<file path="src/rtl/pwrt_pkg.sv">
package pwrt_pkg;

    localparam int MAX_RANGES   = 16;
    localparam int PACKET_BYTES = 188;
    localparam int META_BYTES   = 16;

    localparam int RI_W = (MAX_RANGES > 1) ? $clog2(MAX_RANGES) : 1;
    localparam int UC_W = $clog2(MAX_RANGES + 1);
    localparam int PB_W = $clog2(PACKET_BYTES + 1);

    // Slot division works on offsets below slots * PACKET_BYTES.
    localparam int D_W       = 16 + PB_W;
    localparam int DIV_SHIFT = D_W;
    localparam int RECIP_W   = DIV_SHIFT + 1;
    localparam longint unsigned RECIP_L = (64'd1 << DIV_SHIFT) / PACKET_BYTES;
    localparam logic [RECIP_W-1:0] RECIP = RECIP_W'(RECIP_L);

    localparam int IN_W  = 144;
    localparam int OUT_W = 104;

    localparam logic [1:0] OP_CLEAR  = 2'd0;
    localparam logic [1:0] OP_APPEND = 2'd1;
    localparam logic [1:0] OP_LOOKUP = 2'd2;

    localparam logic [1:0] ST_OK       = 2'd0;
    localparam logic [1:0] ST_OUTSIDE  = 2'd1;
    localparam logic [1:0] ST_FULL     = 2'd2;
    localparam logic [1:0] ST_OVERFLOW = 2'd3;

    typedef struct packed {
        logic [31:0] pbase;
        logic [31:0] mbase;
        logic [15:0] first;
        logic [15:0] length;
    } t_entry;

    typedef struct packed {
        logic [31:0] paddr;
        logic [31:0] buf_base;
        logic [15:0] slots;
    } t_slot_req;

    typedef struct packed {
        logic        valid;
        logic [15:0] slot;
    } t_slot_res;

endpackage

</file>
<file path="src/rtl/pwrt_ram.sv">
module pwrt_ram #(
    parameter int WIDTH = 8,
    parameter int DEPTH = 16,
    localparam int AW = (DEPTH > 1) ? $clog2(DEPTH) : 1
) (
    input  logic             i_clk,
    input  logic             i_we,
    input  logic [AW-1:0]    i_waddr,
    input  logic [WIDTH-1:0] i_wdata,
    input  logic             i_re,
    input  logic [AW-1:0]    i_raddr,
    output logic [WIDTH-1:0] o_rdata
);

    logic [WIDTH-1:0] r_mem [DEPTH];
    logic [WIDTH-1:0] r_rdata;

    always_ff @(posedge i_clk) begin
        if (i_we) begin
            r_mem[i_waddr] <= i_wdata;
        end
        if (i_re) begin
            r_rdata <= r_mem[i_raddr];
        end
    end

    assign o_rdata = r_rdata;

endmodule

</file>
<file path="src/rtl/pwrt_slot.sv">
module pwrt_slot (
    input  logic                 i_clk,
    input  logic                 i_rst_n,
    input  logic                 i_start,
    input  pwrt_pkg::t_slot_req  i_req,
    output logic                 o_done,
    output pwrt_pkg::t_slot_res  o_res
);

    localparam int D_W     = pwrt_pkg::D_W;
    localparam int RECIP_W = pwrt_pkg::RECIP_W;
    localparam int P_W     = D_W + RECIP_W;

    logic [3:0]       r_v;
    logic [31:0]      r1_d;
    logic             r1_inr;
    logic [D_W-1:0]   r1_lim;
    logic [D_W-1:0]   r2_d;
    logic             r2_ok;
    logic [15:0]      r2_qest;
    logic [D_W-1:0]   r3_d;
    logic             r3_ok;
    logic [15:0]      r3_qest;
    logic [D_W-1:0]   r3_prod;
    logic             r4_valid;
    logic [15:0]      r4_slot;
    logic [P_W-1:0]   w_qprod;
    logic [D_W-1:0]   w_rem;
    logic             w_exact;
    logic             w_next;

    assign w_qprod = P_W'(r1_d[D_W-1:0]) * P_W'(pwrt_pkg::RECIP);
    assign w_rem   = r3_d - r3_prod;
    assign w_exact = (w_rem == '0);
    assign w_next  = (w_rem == D_W'(pwrt_pkg::PACKET_BYTES));

    always_ff @(posedge i_clk) begin
        if (!i_rst_n) begin
            r_v <= '0;
        end else begin
            r_v <= {r_v[2:0], i_start};
        end
    end

    always_ff @(posedge i_clk) begin
        r1_d     <= i_req.paddr - i_req.buf_base;
        r1_inr   <= (i_req.buf_base != '0) && (i_req.paddr >= i_req.buf_base);
        r1_lim   <= D_W'(i_req.slots) * D_W'(pwrt_pkg::PACKET_BYTES);
        r2_d     <= r1_d[D_W-1:0];
        r2_ok    <= r1_inr && (r1_d < 32'(r1_lim));
        r2_qest  <= w_qprod[pwrt_pkg::DIV_SHIFT +: 16];
        r3_d     <= r2_d;
        r3_ok    <= r2_ok;
        r3_qest  <= r2_qest;
        r3_prod  <= D_W'(r2_qest) * D_W'(pwrt_pkg::PACKET_BYTES);
        r4_valid <= r3_ok && (w_exact || w_next);
        if (r3_ok && w_exact) begin
            r4_slot <= r3_qest;
        end else if (r3_ok && w_next) begin
            r4_slot <= r3_qest + 16'd1;
        end else begin
            r4_slot <= '0;
        end
    end

    assign o_done      = r_v[3];
    assign o_res.valid = r4_valid;
    assign o_res.slot  = r4_slot;

endmodule

</file>
<file path="src/rtl/packet_window_range_table.sv">
// Range table for a window of fixed-size packets, driven by one command per transfer on the
// input stream (tuser: clear, append range or look up index) and answering each command with
// exactly one result transfer. The ranges live in a table memory with a registered read.
// Clear, an unused command, a lookup outside the window, an append that would overflow the
// window and an append to an empty table go straight to the result; any other append reads
// the last range, forms its end addresses, compares and writes, also when the table is full.
// A lookup reads the range where the walk from the last range used starts, reads one further
// range for each step of that walk, then forms the offset products and the addresses and runs
// the four-stage slot divider. A finished result waits in the output register, and a new
// command is taken once it is there.
module packet_window_range_table (
    input  logic                      i_clk,
    input  logic                      i_rst_n,
    input  logic                      i_s_axis_tvalid,
    output logic                      o_s_axis_tready,
    // index, range_count, packet_base, meta_base, buffer_base, buffer_slots
    input  logic [pwrt_pkg::IN_W-1:0] i_s_axis_tdata,
    // opcode
    input  logic [1:0]                i_s_axis_tuser,
    output logic                      o_m_axis_tvalid,
    input  logic                      i_m_axis_tready,
    // packet_addr, meta_addr, slot_index, slot_valid, window_size, zero fill
    output logic [pwrt_pkg::OUT_W-1:0] o_m_axis_tdata,
    // status
    output logic [1:0]                o_m_axis_tuser
);

    localparam int RI_W = pwrt_pkg::RI_W;
    localparam int UC_W = pwrt_pkg::UC_W;

    localparam logic [3:0] S_IDLE   = 4'd0;
    localparam logic [3:0] S_A_MUL  = 4'd1;
    localparam logic [3:0] S_A_CMP  = 4'd2;
    localparam logic [3:0] S_L_DN   = 4'd3;
    localparam logic [3:0] S_L_UP   = 4'd4;
    localparam logic [3:0] S_L_MUL  = 4'd5;
    localparam logic [3:0] S_L_ADD  = 4'd6;
    localparam logic [3:0] S_L_SLOT = 4'd7;
    localparam logic [3:0] S_OUT    = 4'd8;

    logic [3:0]      r_state, n_state;
    logic [UC_W-1:0] r_used, n_used;
    logic [15:0]     r_total, n_total;
    logic [RI_W-1:0] r_last, n_last;
    logic [RI_W-1:0] r_ri, n_ri;
    logic            r_out_valid, n_out_valid;

    logic [15:0] r_index, n_index;
    logic [15:0] r_count, n_count;
    logic [31:0] r_pb, n_pb;
    logic [31:0] r_mb, n_mb;
    logic [31:0] r_buf, n_buf;
    logic [15:0] r_slots, n_slots;
    logic [15:0] r_off, n_off;
    logic [31:0] r_pprod, n_pprod;
    logic [31:0] r_mprod, n_mprod;
    logic [1:0]  r_status, n_status;
    logic [31:0] r_paddr, n_paddr;
    logic [31:0] r_maddr, n_maddr;
    logic [15:0] r_slot, n_slot;
    logic        r_svalid, n_svalid;
    logic [1:0]  r_out_status, n_out_status;
    logic [31:0] r_out_pa, n_out_pa;
    logic [31:0] r_out_ma, n_out_ma;
    logic [15:0] r_out_slot, n_out_slot;
    logic        r_out_sv, n_out_sv;
    logic [15:0] r_out_ws, n_out_ws;

    logic                    w_we;
    logic [RI_W-1:0]         w_waddr;
    pwrt_pkg::t_entry        w_wdata;
    logic                    w_re;
    logic [RI_W-1:0]         w_raddr;
    logic [$bits(pwrt_pkg::t_entry)-1:0] w_rdata;
    pwrt_pkg::t_entry        w_q;
    logic                    w_slot_start;
    pwrt_pkg::t_slot_req     w_slot_req;
    logic                    w_slot_done;
    pwrt_pkg::t_slot_res     w_slot_res;

    logic [15:0]     w_in_index;
    logic [15:0]     w_in_count;
    logic [16:0]     w_sum;
    logic [RI_W-1:0] w_top;
    logic [RI_W-1:0] w_start_ri;
    logic [16:0]     w_end;
    logic            w_down;
    logic            w_up;
    logic            w_merge;
    logic [31:0]     w_paddr;

    assign w_in_index = i_s_axis_tdata[15:0];
    assign w_in_count = i_s_axis_tdata[31:16];
    assign w_sum      = {1'b0, r_total} + {1'b0, w_in_count};
    assign w_top      = RI_W'(r_used - UC_W'(1));
    assign w_start_ri = (w_in_index == '0) ? '0
                      : ((UC_W'(r_last) >= r_used) ? w_top : r_last);
    assign w_q        = pwrt_pkg::t_entry'(w_rdata);
    assign w_end      = {1'b0, w_q.first} + {1'b0, w_q.length};
    assign w_down     = (r_ri != '0) && (r_index < w_q.first);
    assign w_up       = (r_index != '0) && ((UC_W'(r_ri) + UC_W'(1)) < r_used)
                      && ({1'b0, r_index} >= w_end);
    assign w_merge    = (r_pb == w_q.pbase + r_pprod) && (r_mb == w_q.mbase + r_mprod);
    assign w_paddr    = w_q.pbase + r_pprod;

    assign w_slot_req.paddr    = w_paddr;
    assign w_slot_req.buf_base = r_buf;
    assign w_slot_req.slots    = r_slots;

    pwrt_ram #(
        .WIDTH ($bits(pwrt_pkg::t_entry)),
        .DEPTH (pwrt_pkg::MAX_RANGES)
    ) u_table (
        .i_clk   (i_clk),
        .i_we    (w_we),
        .i_waddr (w_waddr),
        .i_wdata (w_wdata),
        .i_re    (w_re),
        .i_raddr (w_raddr),
        .o_rdata (w_rdata)
    );

    pwrt_slot u_slot (
        .i_clk   (i_clk),
        .i_rst_n (i_rst_n),
        .i_start (w_slot_start),
        .i_req   (w_slot_req),
        .o_done  (w_slot_done),
        .o_res   (w_slot_res)
    );

    always_comb begin
        n_state      = r_state;
        n_used       = r_used;
        n_total      = r_total;
        n_last       = r_last;
        n_ri         = r_ri;
        n_out_valid  = r_out_valid;
        n_index      = r_index;
        n_count      = r_count;
        n_pb         = r_pb;
        n_mb         = r_mb;
        n_buf        = r_buf;
        n_slots      = r_slots;
        n_off        = r_off;
        n_pprod      = r_pprod;
        n_mprod      = r_mprod;
        n_status     = r_status;
        n_paddr      = r_paddr;
        n_maddr      = r_maddr;
        n_slot       = r_slot;
        n_svalid     = r_svalid;
        n_out_status = r_out_status;
        n_out_pa     = r_out_pa;
        n_out_ma     = r_out_ma;
        n_out_slot   = r_out_slot;
        n_out_sv     = r_out_sv;
        n_out_ws     = r_out_ws;
        w_we         = 1'b0;
        w_waddr      = RI_W'(r_used);
        w_wdata      = '0;
        w_re         = 1'b0;
        w_raddr      = r_ri;
        w_slot_start = 1'b0;

        if (i_m_axis_tready) begin
            n_out_valid = 1'b0;
        end

        unique case (r_state)
            S_IDLE: begin
                if (i_s_axis_tvalid) begin
                    n_index  = w_in_index;
                    n_count  = w_in_count;
                    n_pb     = i_s_axis_tdata[63:32];
                    n_mb     = i_s_axis_tdata[95:64];
                    n_buf    = i_s_axis_tdata[127:96];
                    n_slots  = i_s_axis_tdata[143:128];
                    n_status = pwrt_pkg::ST_OK;
                    n_paddr  = '0;
                    n_maddr  = '0;
                    n_slot   = '0;
                    n_svalid = 1'b0;
                    n_state  = S_OUT;
                    unique case (i_s_axis_tuser)
                        pwrt_pkg::OP_CLEAR: begin
                            n_used  = '0;
                            n_total = '0;
                            n_last  = '0;
                        end
                        pwrt_pkg::OP_APPEND: begin
                            if (w_sum[16]) begin
                                n_status = pwrt_pkg::ST_OVERFLOW;
                            end else if (r_used == '0) begin
                                w_we          = 1'b1;
                                w_waddr       = '0;
                                w_wdata.pbase  = i_s_axis_tdata[63:32];
                                w_wdata.mbase  = i_s_axis_tdata[95:64];
                                w_wdata.first  = r_total;
                                w_wdata.length = w_in_count;
                                n_used        = UC_W'(1);
                                n_total       = w_sum[15:0];
                            end else begin
                                w_re    = 1'b1;
                                w_raddr = w_top;
                                n_state = S_A_MUL;
                            end
                        end
                        pwrt_pkg::OP_LOOKUP: begin
                            if (w_in_index >= r_total || r_used == '0) begin
                                n_status = pwrt_pkg::ST_OUTSIDE;
                            end else begin
                                w_re    = 1'b1;
                                w_raddr = w_start_ri;
                                n_ri    = w_start_ri;
                                n_state = S_L_DN;
                            end
                        end
                        default: begin
                        end
                    endcase
                end
            end
            S_A_MUL: begin
                n_pprod = 32'(w_q.length) * 32'(pwrt_pkg::PACKET_BYTES);
                n_mprod = 32'(w_q.length) * 32'(pwrt_pkg::META_BYTES);
                n_state = S_A_CMP;
            end
            S_A_CMP: begin
                n_state = S_OUT;
                if (w_merge) begin
                    w_we           = 1'b1;
                    w_waddr        = w_top;
                    w_wdata        = w_q;
                    w_wdata.length = w_q.length + r_count;
                    n_total        = r_total + r_count;
                end else if (r_used == UC_W'(pwrt_pkg::MAX_RANGES)) begin
                    n_status = pwrt_pkg::ST_FULL;
                end else begin
                    w_we           = 1'b1;
                    w_waddr        = RI_W'(r_used);
                    w_wdata.pbase  = r_pb;
                    w_wdata.mbase  = r_mb;
                    w_wdata.first  = r_total;
                    w_wdata.length = r_count;
                    n_used         = r_used + UC_W'(1);
                    n_total        = r_total + r_count;
                end
            end
            S_L_DN, S_L_UP: begin
                if (r_state == S_L_DN && w_down) begin
                    n_ri    = r_ri - RI_W'(1);
                    w_re    = 1'b1;
                    w_raddr = r_ri - RI_W'(1);
                end else if (w_up) begin
                    n_ri    = r_ri + RI_W'(1);
                    w_re    = 1'b1;
                    w_raddr = r_ri + RI_W'(1);
                    n_state = S_L_UP;
                end else begin
                    n_off   = r_index - w_q.first;
                    n_last  = r_ri;
                    n_state = S_L_MUL;
                end
            end
            S_L_MUL: begin
                n_pprod = 32'(r_off) * 32'(pwrt_pkg::PACKET_BYTES);
                n_mprod = 32'(r_off) * 32'(pwrt_pkg::META_BYTES);
                n_state = S_L_ADD;
            end
            S_L_ADD: begin
                n_paddr      = w_paddr;
                n_maddr      = w_q.mbase + r_mprod;
                w_slot_start = 1'b1;
                n_state      = S_L_SLOT;
            end
            S_L_SLOT: begin
                if (w_slot_done) begin
                    n_slot   = w_slot_res.slot;
                    n_svalid = w_slot_res.valid;
                    n_state  = S_OUT;
                end
            end
            S_OUT: begin
                if (!r_out_valid || i_m_axis_tready) begin
                    n_out_valid  = 1'b1;
                    n_out_status = r_status;
                    n_out_pa     = r_paddr;
                    n_out_ma     = r_maddr;
                    n_out_slot   = r_slot;
                    n_out_sv     = r_svalid;
                    n_out_ws     = r_total;
                    n_state      = S_IDLE;
                end
            end
            default: begin
                n_state = S_IDLE;
            end
        endcase
    end

    always_ff @(posedge i_clk) begin
        if (!i_rst_n) begin
            r_state     <= S_IDLE;
            r_used      <= '0;
            r_total     <= '0;
            r_last      <= '0;
            r_ri        <= '0;
            r_out_valid <= 1'b0;
        end else begin
            r_state     <= n_state;
            r_used      <= n_used;
            r_total     <= n_total;
            r_last      <= n_last;
            r_ri        <= n_ri;
            r_out_valid <= n_out_valid;
        end
    end

    always_ff @(posedge i_clk) begin
        r_index      <= n_index;
        r_count      <= n_count;
        r_pb         <= n_pb;
        r_mb         <= n_mb;
        r_buf        <= n_buf;
        r_slots      <= n_slots;
        r_off        <= n_off;
        r_pprod      <= n_pprod;
        r_mprod      <= n_mprod;
        r_status     <= n_status;
        r_paddr      <= n_paddr;
        r_maddr      <= n_maddr;
        r_slot       <= n_slot;
        r_svalid     <= n_svalid;
        r_out_status <= n_out_status;
        r_out_pa     <= n_out_pa;
        r_out_ma     <= n_out_ma;
        r_out_slot   <= n_out_slot;
        r_out_sv     <= n_out_sv;
        r_out_ws     <= n_out_ws;
    end

    assign o_s_axis_tready = (r_state == S_IDLE);
    assign o_m_axis_tvalid = r_out_valid;
    assign o_m_axis_tuser  = r_out_status;
    assign o_m_axis_tdata  = {7'b0, r_out_ws, r_out_sv, r_out_slot, r_out_ma, r_out_pa};

    a_used_bound: assert property (@(posedge i_clk) disable iff (!i_rst_n)
        r_used <= UC_W'(pwrt_pkg::MAX_RANGES))
        else $error("range count exceeds the table depth");

    a_last_in_table: assert property (@(posedge i_clk) disable iff (!i_rst_n)
        (r_used == '0) || (UC_W'(r_last) < r_used))
        else $error("last range used points beyond the ranges in use");

    a_write_state: assert property (@(posedge i_clk) disable iff (!i_rst_n)
        w_we |-> (r_state == S_IDLE || r_state == S_A_CMP))
        else $error("table written outside an append");

    a_result_load: assert property (@(posedge i_clk) disable iff (!i_rst_n)
        (r_state == S_OUT && (!r_out_valid || i_m_axis_tready))
        |=> (r_out_valid && r_state == S_IDLE))
        else $error("finished result not moved to the output register");

    a_slot_wait: assert property (@(posedge i_clk) disable iff (!i_rst_n)
        w_slot_done |-> (r_state == S_L_SLOT))
        else $error("slot result arrived outside a lookup");

endmodule
</file>
<file path="config.mk">
export PLATFORM = sky130hd
export DESIGN_NAME = packet_window_range_table
export DESIGN_NICKNAME = d
export VERILOG_FILES = /design/src/rtl/pwrt_pkg.sv /design/src/rtl/pwrt_ram.sv /design/src/rtl/pwrt_slot.sv /design/src/rtl/packet_window_range_table.sv
export SDC_FILE = /design/constraint.sdc
export NUM_CORES = 2
export LEC_CHECK = 0
export BUFFER_PORTS_ARGS = -buffer_cell sky130_fd_sc_hd__buf_2
export CAP_MARGIN = 20
export CORE_MARGIN = 10
export CORE_UTILIZATION = 53
export DETAILED_ROUTE_END_ITERATION = 10
export GPL_TIMING_DRIVEN = 0
export MAX_ROUTING_LAYER = met4
export PLACE_DENSITY_LB_ADDON = 0.05
export SETUP_SLACK_MARGIN = 0.05
export SLEW_MARGIN = 20
export SYNTH_ARGS = -nofsm -noshare
export SYNTH_HDL_FRONTEND = slang
export SYNTH_HIERARCHICAL = 1
export SYNTH_SLANG_ARGS = --single-unit
</file>
<file path="constraint.sdc">
create_clock -name i_clk -period 33.6 [get_ports i_clk]
set_input_delay 1.68 -clock i_clk [delete_from_list [all_inputs] [get_ports i_clk]]
set_output_delay 1.68 -clock i_clk [all_outputs]
set_load 0.005 [all_outputs]
</file>
After elaboration in Yosys (flattened, before gate mapping) --
Memory sizes are Yosys's and may differ from the RTL's. A register that Yosys moved wholly into a read port is not among the register bits. Cells that the tools add are included.
Operators by class: $add $sub $neg 15, multipliers 5, magnitude comparators 7, equal/unequal tests 28, muxes and demuxes 96, bitwise logic cells 2, reduce and logical (&&, ||, !) cells 39
Operators by type and width (number):
- 2-to-1 mux 96 bit | 6
- one-hot mux 32 bit (2 select lines) | 4
- one-hot mux 96 bit (2 select lines) | 1
- 2-to-1 mux 16 bit | 9
- 2-to-1 mux 4 bit | 26
- one-hot mux 16 bit (2 select lines) | 3
- multiplier 16 x 6 -> 22 bit (second input constant) | 4
- adder 32 bit | 2
- equality test 32 bit | 2
- one-hot mux 4 bit (2 select lines) | 6
- multiplier 24 x 14 -> 37 bit (second input constant) | 1
- adder 16 x 16 -> 17 bit | 2
- adder 16 bit | 2
- >= comparator 32 bit | 1
- less-than comparator 32 x 24 -> 1 bit | 1
- 2-to-1 mux 32 bit | 1
- one-hot mux 4 bit (8 select lines) | 1
- nonzero test 32 bit | 1
- subtractor 32 bit | 1
- 2-to-1 mux 5 bit | 5
- equality test 24 x 8 -> 1 bit (second input constant) | 1
- logical NOT 24 bit | 1
- subtractor 24 bit | 1
- 2-to-1 mux 1 bit | 22
- 44 further kinds | 88
Word-level totals: register bits 620, bits in writable memories 1536, input bits 150, output and inout bits 108, logic and storage cells 232, memories 1
Memory list:
- u_table.r_mem | words 16, bits a word 96, rd ports 1, clocked after Yosys merged registers in 1, wr ports 1, RTL line pwrt_ram.sv:15 | logic [WIDTH-1:0] r_mem [DEPTH];

Longest topological paths before layout --
word-level depth 8, depth in mapped cells 31

Hierarchy --
Netlist, hierarchy kept.
Modules (own cells, without submodules):
- pwrt_ram | instances 1, cells each 2460, area an instance 60316.6 sq um
- packet_window_range_table | instances 1, cells each 2665, area an instance 28870.2 sq um
- pwrt_slot | instances 1, cells each 1837, area an instance 17767.0 sq um

Least setup slack after synthesis --
OpenSTA, ideal clock, no wires.
path kind input to register, from in i_s_axis_tdata[16] (netlist bit), to mem u_table/r_mem[0][0] (netlist bit) (enable), library setup time 0.668 ns, data arrival time 11.737 ns, required time 32.932 ns, slack 21.194 ns, stages on the path 15, path buffers 2, cells stage by stage ha_1 fa_1 a211o_1 o211ai_1 and2_1 o31a_1 a211oi_1 o31ai_1 nand2_1 nor4_1 clkbuf_1 clkbuf_1 nand2b_1 or3b_2 nor3_1
On the way: word-level cells in the longest chain between the ends 7
Ends and longest elaborated chain:
- from (decl) | RTL line packet_window_range_table.sv:17 | input logic [pwrt_pkg::IN_W-1:0] i_s_axis_tdata,
- adder 16 x 16 -> 17 bit | RTL line packet_window_range_table.sv:94 | assign w_sum = {1'b0, r_total} + {1'b0, w_in_count};
- 2-to-1 mux 1 bit | RTL line packet_window_range_table.sv:192 | if (w_sum[16]) begin
- 2-to-1 mux 1 bit | RTL line packet_window_range_table.sv:185 | unique case (i_s_axis_tuser)
- 2-to-1 mux 1 bit | RTL line packet_window_range_table.sv:172 | if (i_s_axis_tvalid) begin
- one-hot mux 1 bit (2 select lines) | RTL line packet_window_range_table.sv:170 | unique case (r_state)
- named net w_we | RTL line packet_window_range_table.sv:69 | logic w_we;
- 2-to-1 mux 1 bit | RTL line pwrt_ram.sv:19 | if (i_we) begin
- 2-to-1 mux 1 bit (not written as such) | RTL line pwrt_ram.sv:20 | r_mem[i_waddr] <= i_wdata;
- to (decl) | RTL line pwrt_ram.sv:15
The timed path passes the listed nets, and every way through them passes these cells.

Worst setup path after layout --
from reg r_pprod[2], to mem u_table/r_mem[8][72] (netlist bit) (enable)
On the way: word-level cells in the longest chain between the ends 7
Ends and longest elaborated chain:
- from (decl) | RTL line packet_window_range_table.sv:55 | logic [31:0] r_pprod, n_pprod;
- from (signal assigned) | RTL line packet_window_range_table.sv:328 | r_pprod <= n_pprod;
- adder 32 bit | RTL line packet_window_range_table.sv:103 | assign w_merge = (r_pb == w_q.pbase + r_pprod) && (r_mb == w_q.mbase + r_mprod);
- equality test 32 bit | RTL line packet_window_range_table.sv:103
- logical AND 1 bit | RTL line packet_window_range_table.sv:103
- 2-to-1 mux 1 bit | RTL line packet_window_range_table.sv:231 | if (w_merge) begin
- one-hot mux 1 bit (2 select lines) | RTL line packet_window_range_table.sv:170
- named net w_we | RTL line packet_window_range_table.sv:69
- 2-to-1 mux 1 bit | RTL line pwrt_ram.sv:19
- 2-to-1 mux 1 bit (not written as such) | RTL line pwrt_ram.sv:20
The timed path passes the listed nets, and every way through them passes these cells.

==> results.cfg <==
[run_status]
outcome = complete, no violations

[clock_network]
clk-insertion-delay-late_ns = 0.90
clock_tree.buffer_depth = 3
clkTransAtPathRegs_ns = 0.06
postcts_resize_cnt = 0
cts_inserted_buffers = 224
htree_num_levels = 4
cts.hold.buffers_added = 0
numClockSinks = 2224
cts.repair_timing.setup_buffer_count = 0
cts_tree = yes
cts_root_buffer_type = clkbuf_16

[floorplanning]
row_count = 164
floorplan.core_area_sq_um = 200000
vertical_die_dimension_um = 469
dieArea_sq_um = 220000
chipWidth_um = 469
boundaryPins = 258
initial_core_util_pct = 53.4

[global_routing]
grt_usage_pct = 28.5
globalRouteOverflowTotal = 0
grt_start_max_net_pins = 90
grt_first_pass_wirelength_um = 448000
vias_in_the_first_global_route = 63969
grt_antenna_before_repair = 24

[logic_synthesis]
postSynthCellCount = 6962
synthFlopType = edfxtp_1
synth-edff-count = 2011
netlist_top_cells_area = edfxtp_1, mux4_2, ha_1, fa_1, dfxtp_1
ys_async_sr_fraction_pct = 0
post_synthesis_adder_cell_area_fraction_pct = 12.3
most_common_library_cells_after_synthesis = edfxtp_1, ha_1, inv_1
synth.avg_cell_area_sq_um = 15.4
post_synth_num_cell_types = 98
post_synthesis_compound_gate_area_fraction_pct = 7.90
main_combinational_cell_family_by_area_after_synthesis = adder cells
netlist_area_sq_um = 107000
yosysTopAreaCellShare_pct = 56.5
synth_simple_gate_area_share_pct = 5.29
yosys_register_bits = 2224
synth_warnings = 6
yosysSeqAreaShare_pct = 60.4
synth.most_common_cell = edfxtp_1
biggest_area_consumer_among_synthesized_cells = edfxtp_1
mux_share_of_post_synthesis_cell_area_pct = 8.47
yosys.area_share.xor_xnor_pct = 2.38

[final_layout]
final.fill_count = 15184
areaGrowthSynthToFinish_pct = 13.9
layout.cells.non_filler = 10473
drive_gt1_share_pct = 17.4
finish.net_count = 8633
finish.utilization_pct = 60.8

[worst_setup_path]
cp_data_arrival_time_ns = 10.20
setup.worst_path.class = flip-flop to flip-flop
worstPathBufferInverterCount = 8
crit_top_cell = buf_4
critical_path_peak_fanout = 10
worst_ep_required_time_ns = 34.15
crit_path_cell_trace = ha_1 -> fa_1 -> xnor2_1 -> xnor2_1 -> nor4_1 -> nand4_1 -> nor4b_1 -> nand4_1 -> a2111oi_0 -> o2111ai_1 -> or4_4 -> nor3_4 -> buf_2 -> o21ai_0 -> nand2b_1 -> nand3b_1 -> nor3_2 -> buf_4 -> buf_4 -> buf_4 -> buf_4 -> buf_6 -> buf_4 -> buf_4
cp-end-kind = flip-flop
worst_setup_path_start_kind = flip-flop
path_delay_family = simple AND/OR/NAND/NOR gates
cp_slowest_stage_delay_ns = 0.96
timing.critical_path.slowest_stage_cell = a2111oi_0

[hold_path]
worst_hold_path_type = flip-flop to flip-flop

[routing]
first_iter_violations = 7005
wl_per_cell_um = 29.6
routed_via_density = 6.11
firstDrtPassIters = 5
antenna_left = 0
finalWirelength_um = 310000
drcViolationCount = 0
total_via_count_after_detailed_routing = 63956

[timing]
post-route-worst-setup-slack_ns = 23.94
max_slew.worst_pin.slew_ns = 1.20
report.final.slew_viol_count = 0
relative_max_transition_margin_pct = 20.1
fin_crit_sh_pct = 28.7
max_freq_ghz = 0.104
tns_ns = 0
setup_viol = 0
post-route-min-period_ns = 9.66
grt_setup_unrepaired = false
finClkSkew_ns = 0.102
finalHoldViolCount = 0

[power_and_ir_drop]
power.ir.vdd_worst_uv = 178
netSwitchingFraction_pct = 34.5
pwr_density_cell_nw_per_um2 = 79.4
power.sequential.fraction_pct = 34.0
power.combinational.fraction_pct = 39.8
p_clk_share_pct = 26.1
power_switching_mw = 3.34
power_report.internal_total_mw = 6.33
power_leakage_nw = 46.0

[placed_design]
hpwlAfterDp_um = 229000
post-place-cells = 10034
place_worst_setup_slack_ns = 23.83
gp_congestion = 0.964
portBuffers = 250

[flow_run]
drv.max_cap_violation_count = 0
==> layer usage <==
metal	GRT usage (%)	part of all wire [%]	vias to the layer above
met3	4.61	8.3	547
li1	-	-	27949
met1	38.5	41	32739
met4	12.1	4.9	0
met2	43.3	46	2721
met5	-	0	-
==> cells in the final DEF (no fill, tap or decap), drive strengths merged, types with 99 or more instances in the layout <==
| cell type | netlist | final |
|---|---|---|
| clkbuf | 128 | 409 |
| a21oi | 227 | 227 |
| xnor2 | 171 | 171 |
| fa | 289 | 289 |
| nand2 | 307 | 307 |
| a22oi | 195 | 195 |
| edfxtp | 2011 | 2011 |
| xor2 | 99 | 99 |
| ha | 585 | 585 |
| mux4 | 384 | 384 |
| o21ai | 159 | 159 |
| dfxtp | 213 | 213 |
| buf | 129 | 541 |
| nor2 | 250 | 250 |
| inv | 571 | 576 |
| a21o | 158 | 158 |
| clkinv | 0 | 102 |
==> logic make-up (layout without fill, tap and decap cells) <==
family          count (synthesis)  count (layout)
buf+inv                       828            1666
flops                        2224            2224
compound gates               1200            1200
simple gates                 1135            1135
mux                           422             422
xor+xnor                      278             278
fa+ha+maj                     874             874
other cells                     1              18
==> final cells by class <==
class / count / area, sq um / area share [%]
sequential: 2224 / 64700 / 53.1
multi-input combinational: 3916 / 39000 / 32.0
clock buffer: 278 / 5920 / 4.86
timing repair buffer: 415 / 3800 / 3.12
tap: 2656 / 3320 / 2.73
inverter: 571 / 2150 / 1.77
clock inverter: 145 / 1570 / 1.29
buffer: 257 / 1340 / 1.10
antenna: 11 / 27.5 / 0.0226
==> sequential cells by signal, indices dropped and copies added, names as in the netlist, 21 cells and up <==
register         count
u_slot/r2_d         24
r_buf               32
r_pb                32
r_maddr             32
r_mb                32
r_pprod             22
u_table/o_rdata     96
r_out_pa            32
u_slot/r3_d         24
u_slot/r3_prod      21
u_slot/r1_d         32
u_table/r_mem     1536
u_slot/r1_lim       22
r_out_ma            32
r_paddr             32
==> stage by stage <==
| stage | instance area (sq um) | hold slack [ns] | power (mW) |
|---|---|---|---|
| floorplan | 107000 | 0.310 | 6.31 |
| CTS | 122000 | 0.286 | 9.80 |
| global placement | 112000 | 0.311 | 7.19 |
| global route | 122000 | 0.289 | 10.5 |
| detailed placement | 114000 | 0.312 | 7.24 |
| finish | 122000 | 0.286 | 9.67 |
==> path summary, 6_finish.rpt <==
| check | slack, ns | cells after the start | from | end |
|---|---|---|---|---|
| worst max-delay path | 23.94 | 24 | r_pprod[2]$_DFFE_PP_ | u_table/r_mem[8][72]$_DFFE_PP_ |
| worst min-delay path | 0.29 | 0 | u_slot/r2_d[18]$_DFF_P_ | u_slot/r3_d[18]$_DFF_P_ |
| worst max register to register | 23.94 | 24 | r_pprod[2]$_DFFE_PP_ | u_table/r_mem[8][72]$_DFFE_PP_ |
| worst min register to register | 0.29 | 0 | u_slot/r2_d[18]$_DFF_P_ | u_slot/r3_d[18]$_DFF_P_ |
==> power by group through the flow <==
stage | clock [mW] | combinational (mW) | sequential, mW
6_report | 2.53 | 3.85 | 3.29
4_1_cts | 2.57 | 3.93 | 3.30
3_3_place_gp | 0 | 3.83 | 3.36
5_1_grt | 2.68 | 4.48 | 3.30
2_1_floorplan | 0 | 3.02 | 3.29
3_5_place_dp | 0 | 3.89 | 3.35
No activity file was read; power rests on OpenSTA's default activity.
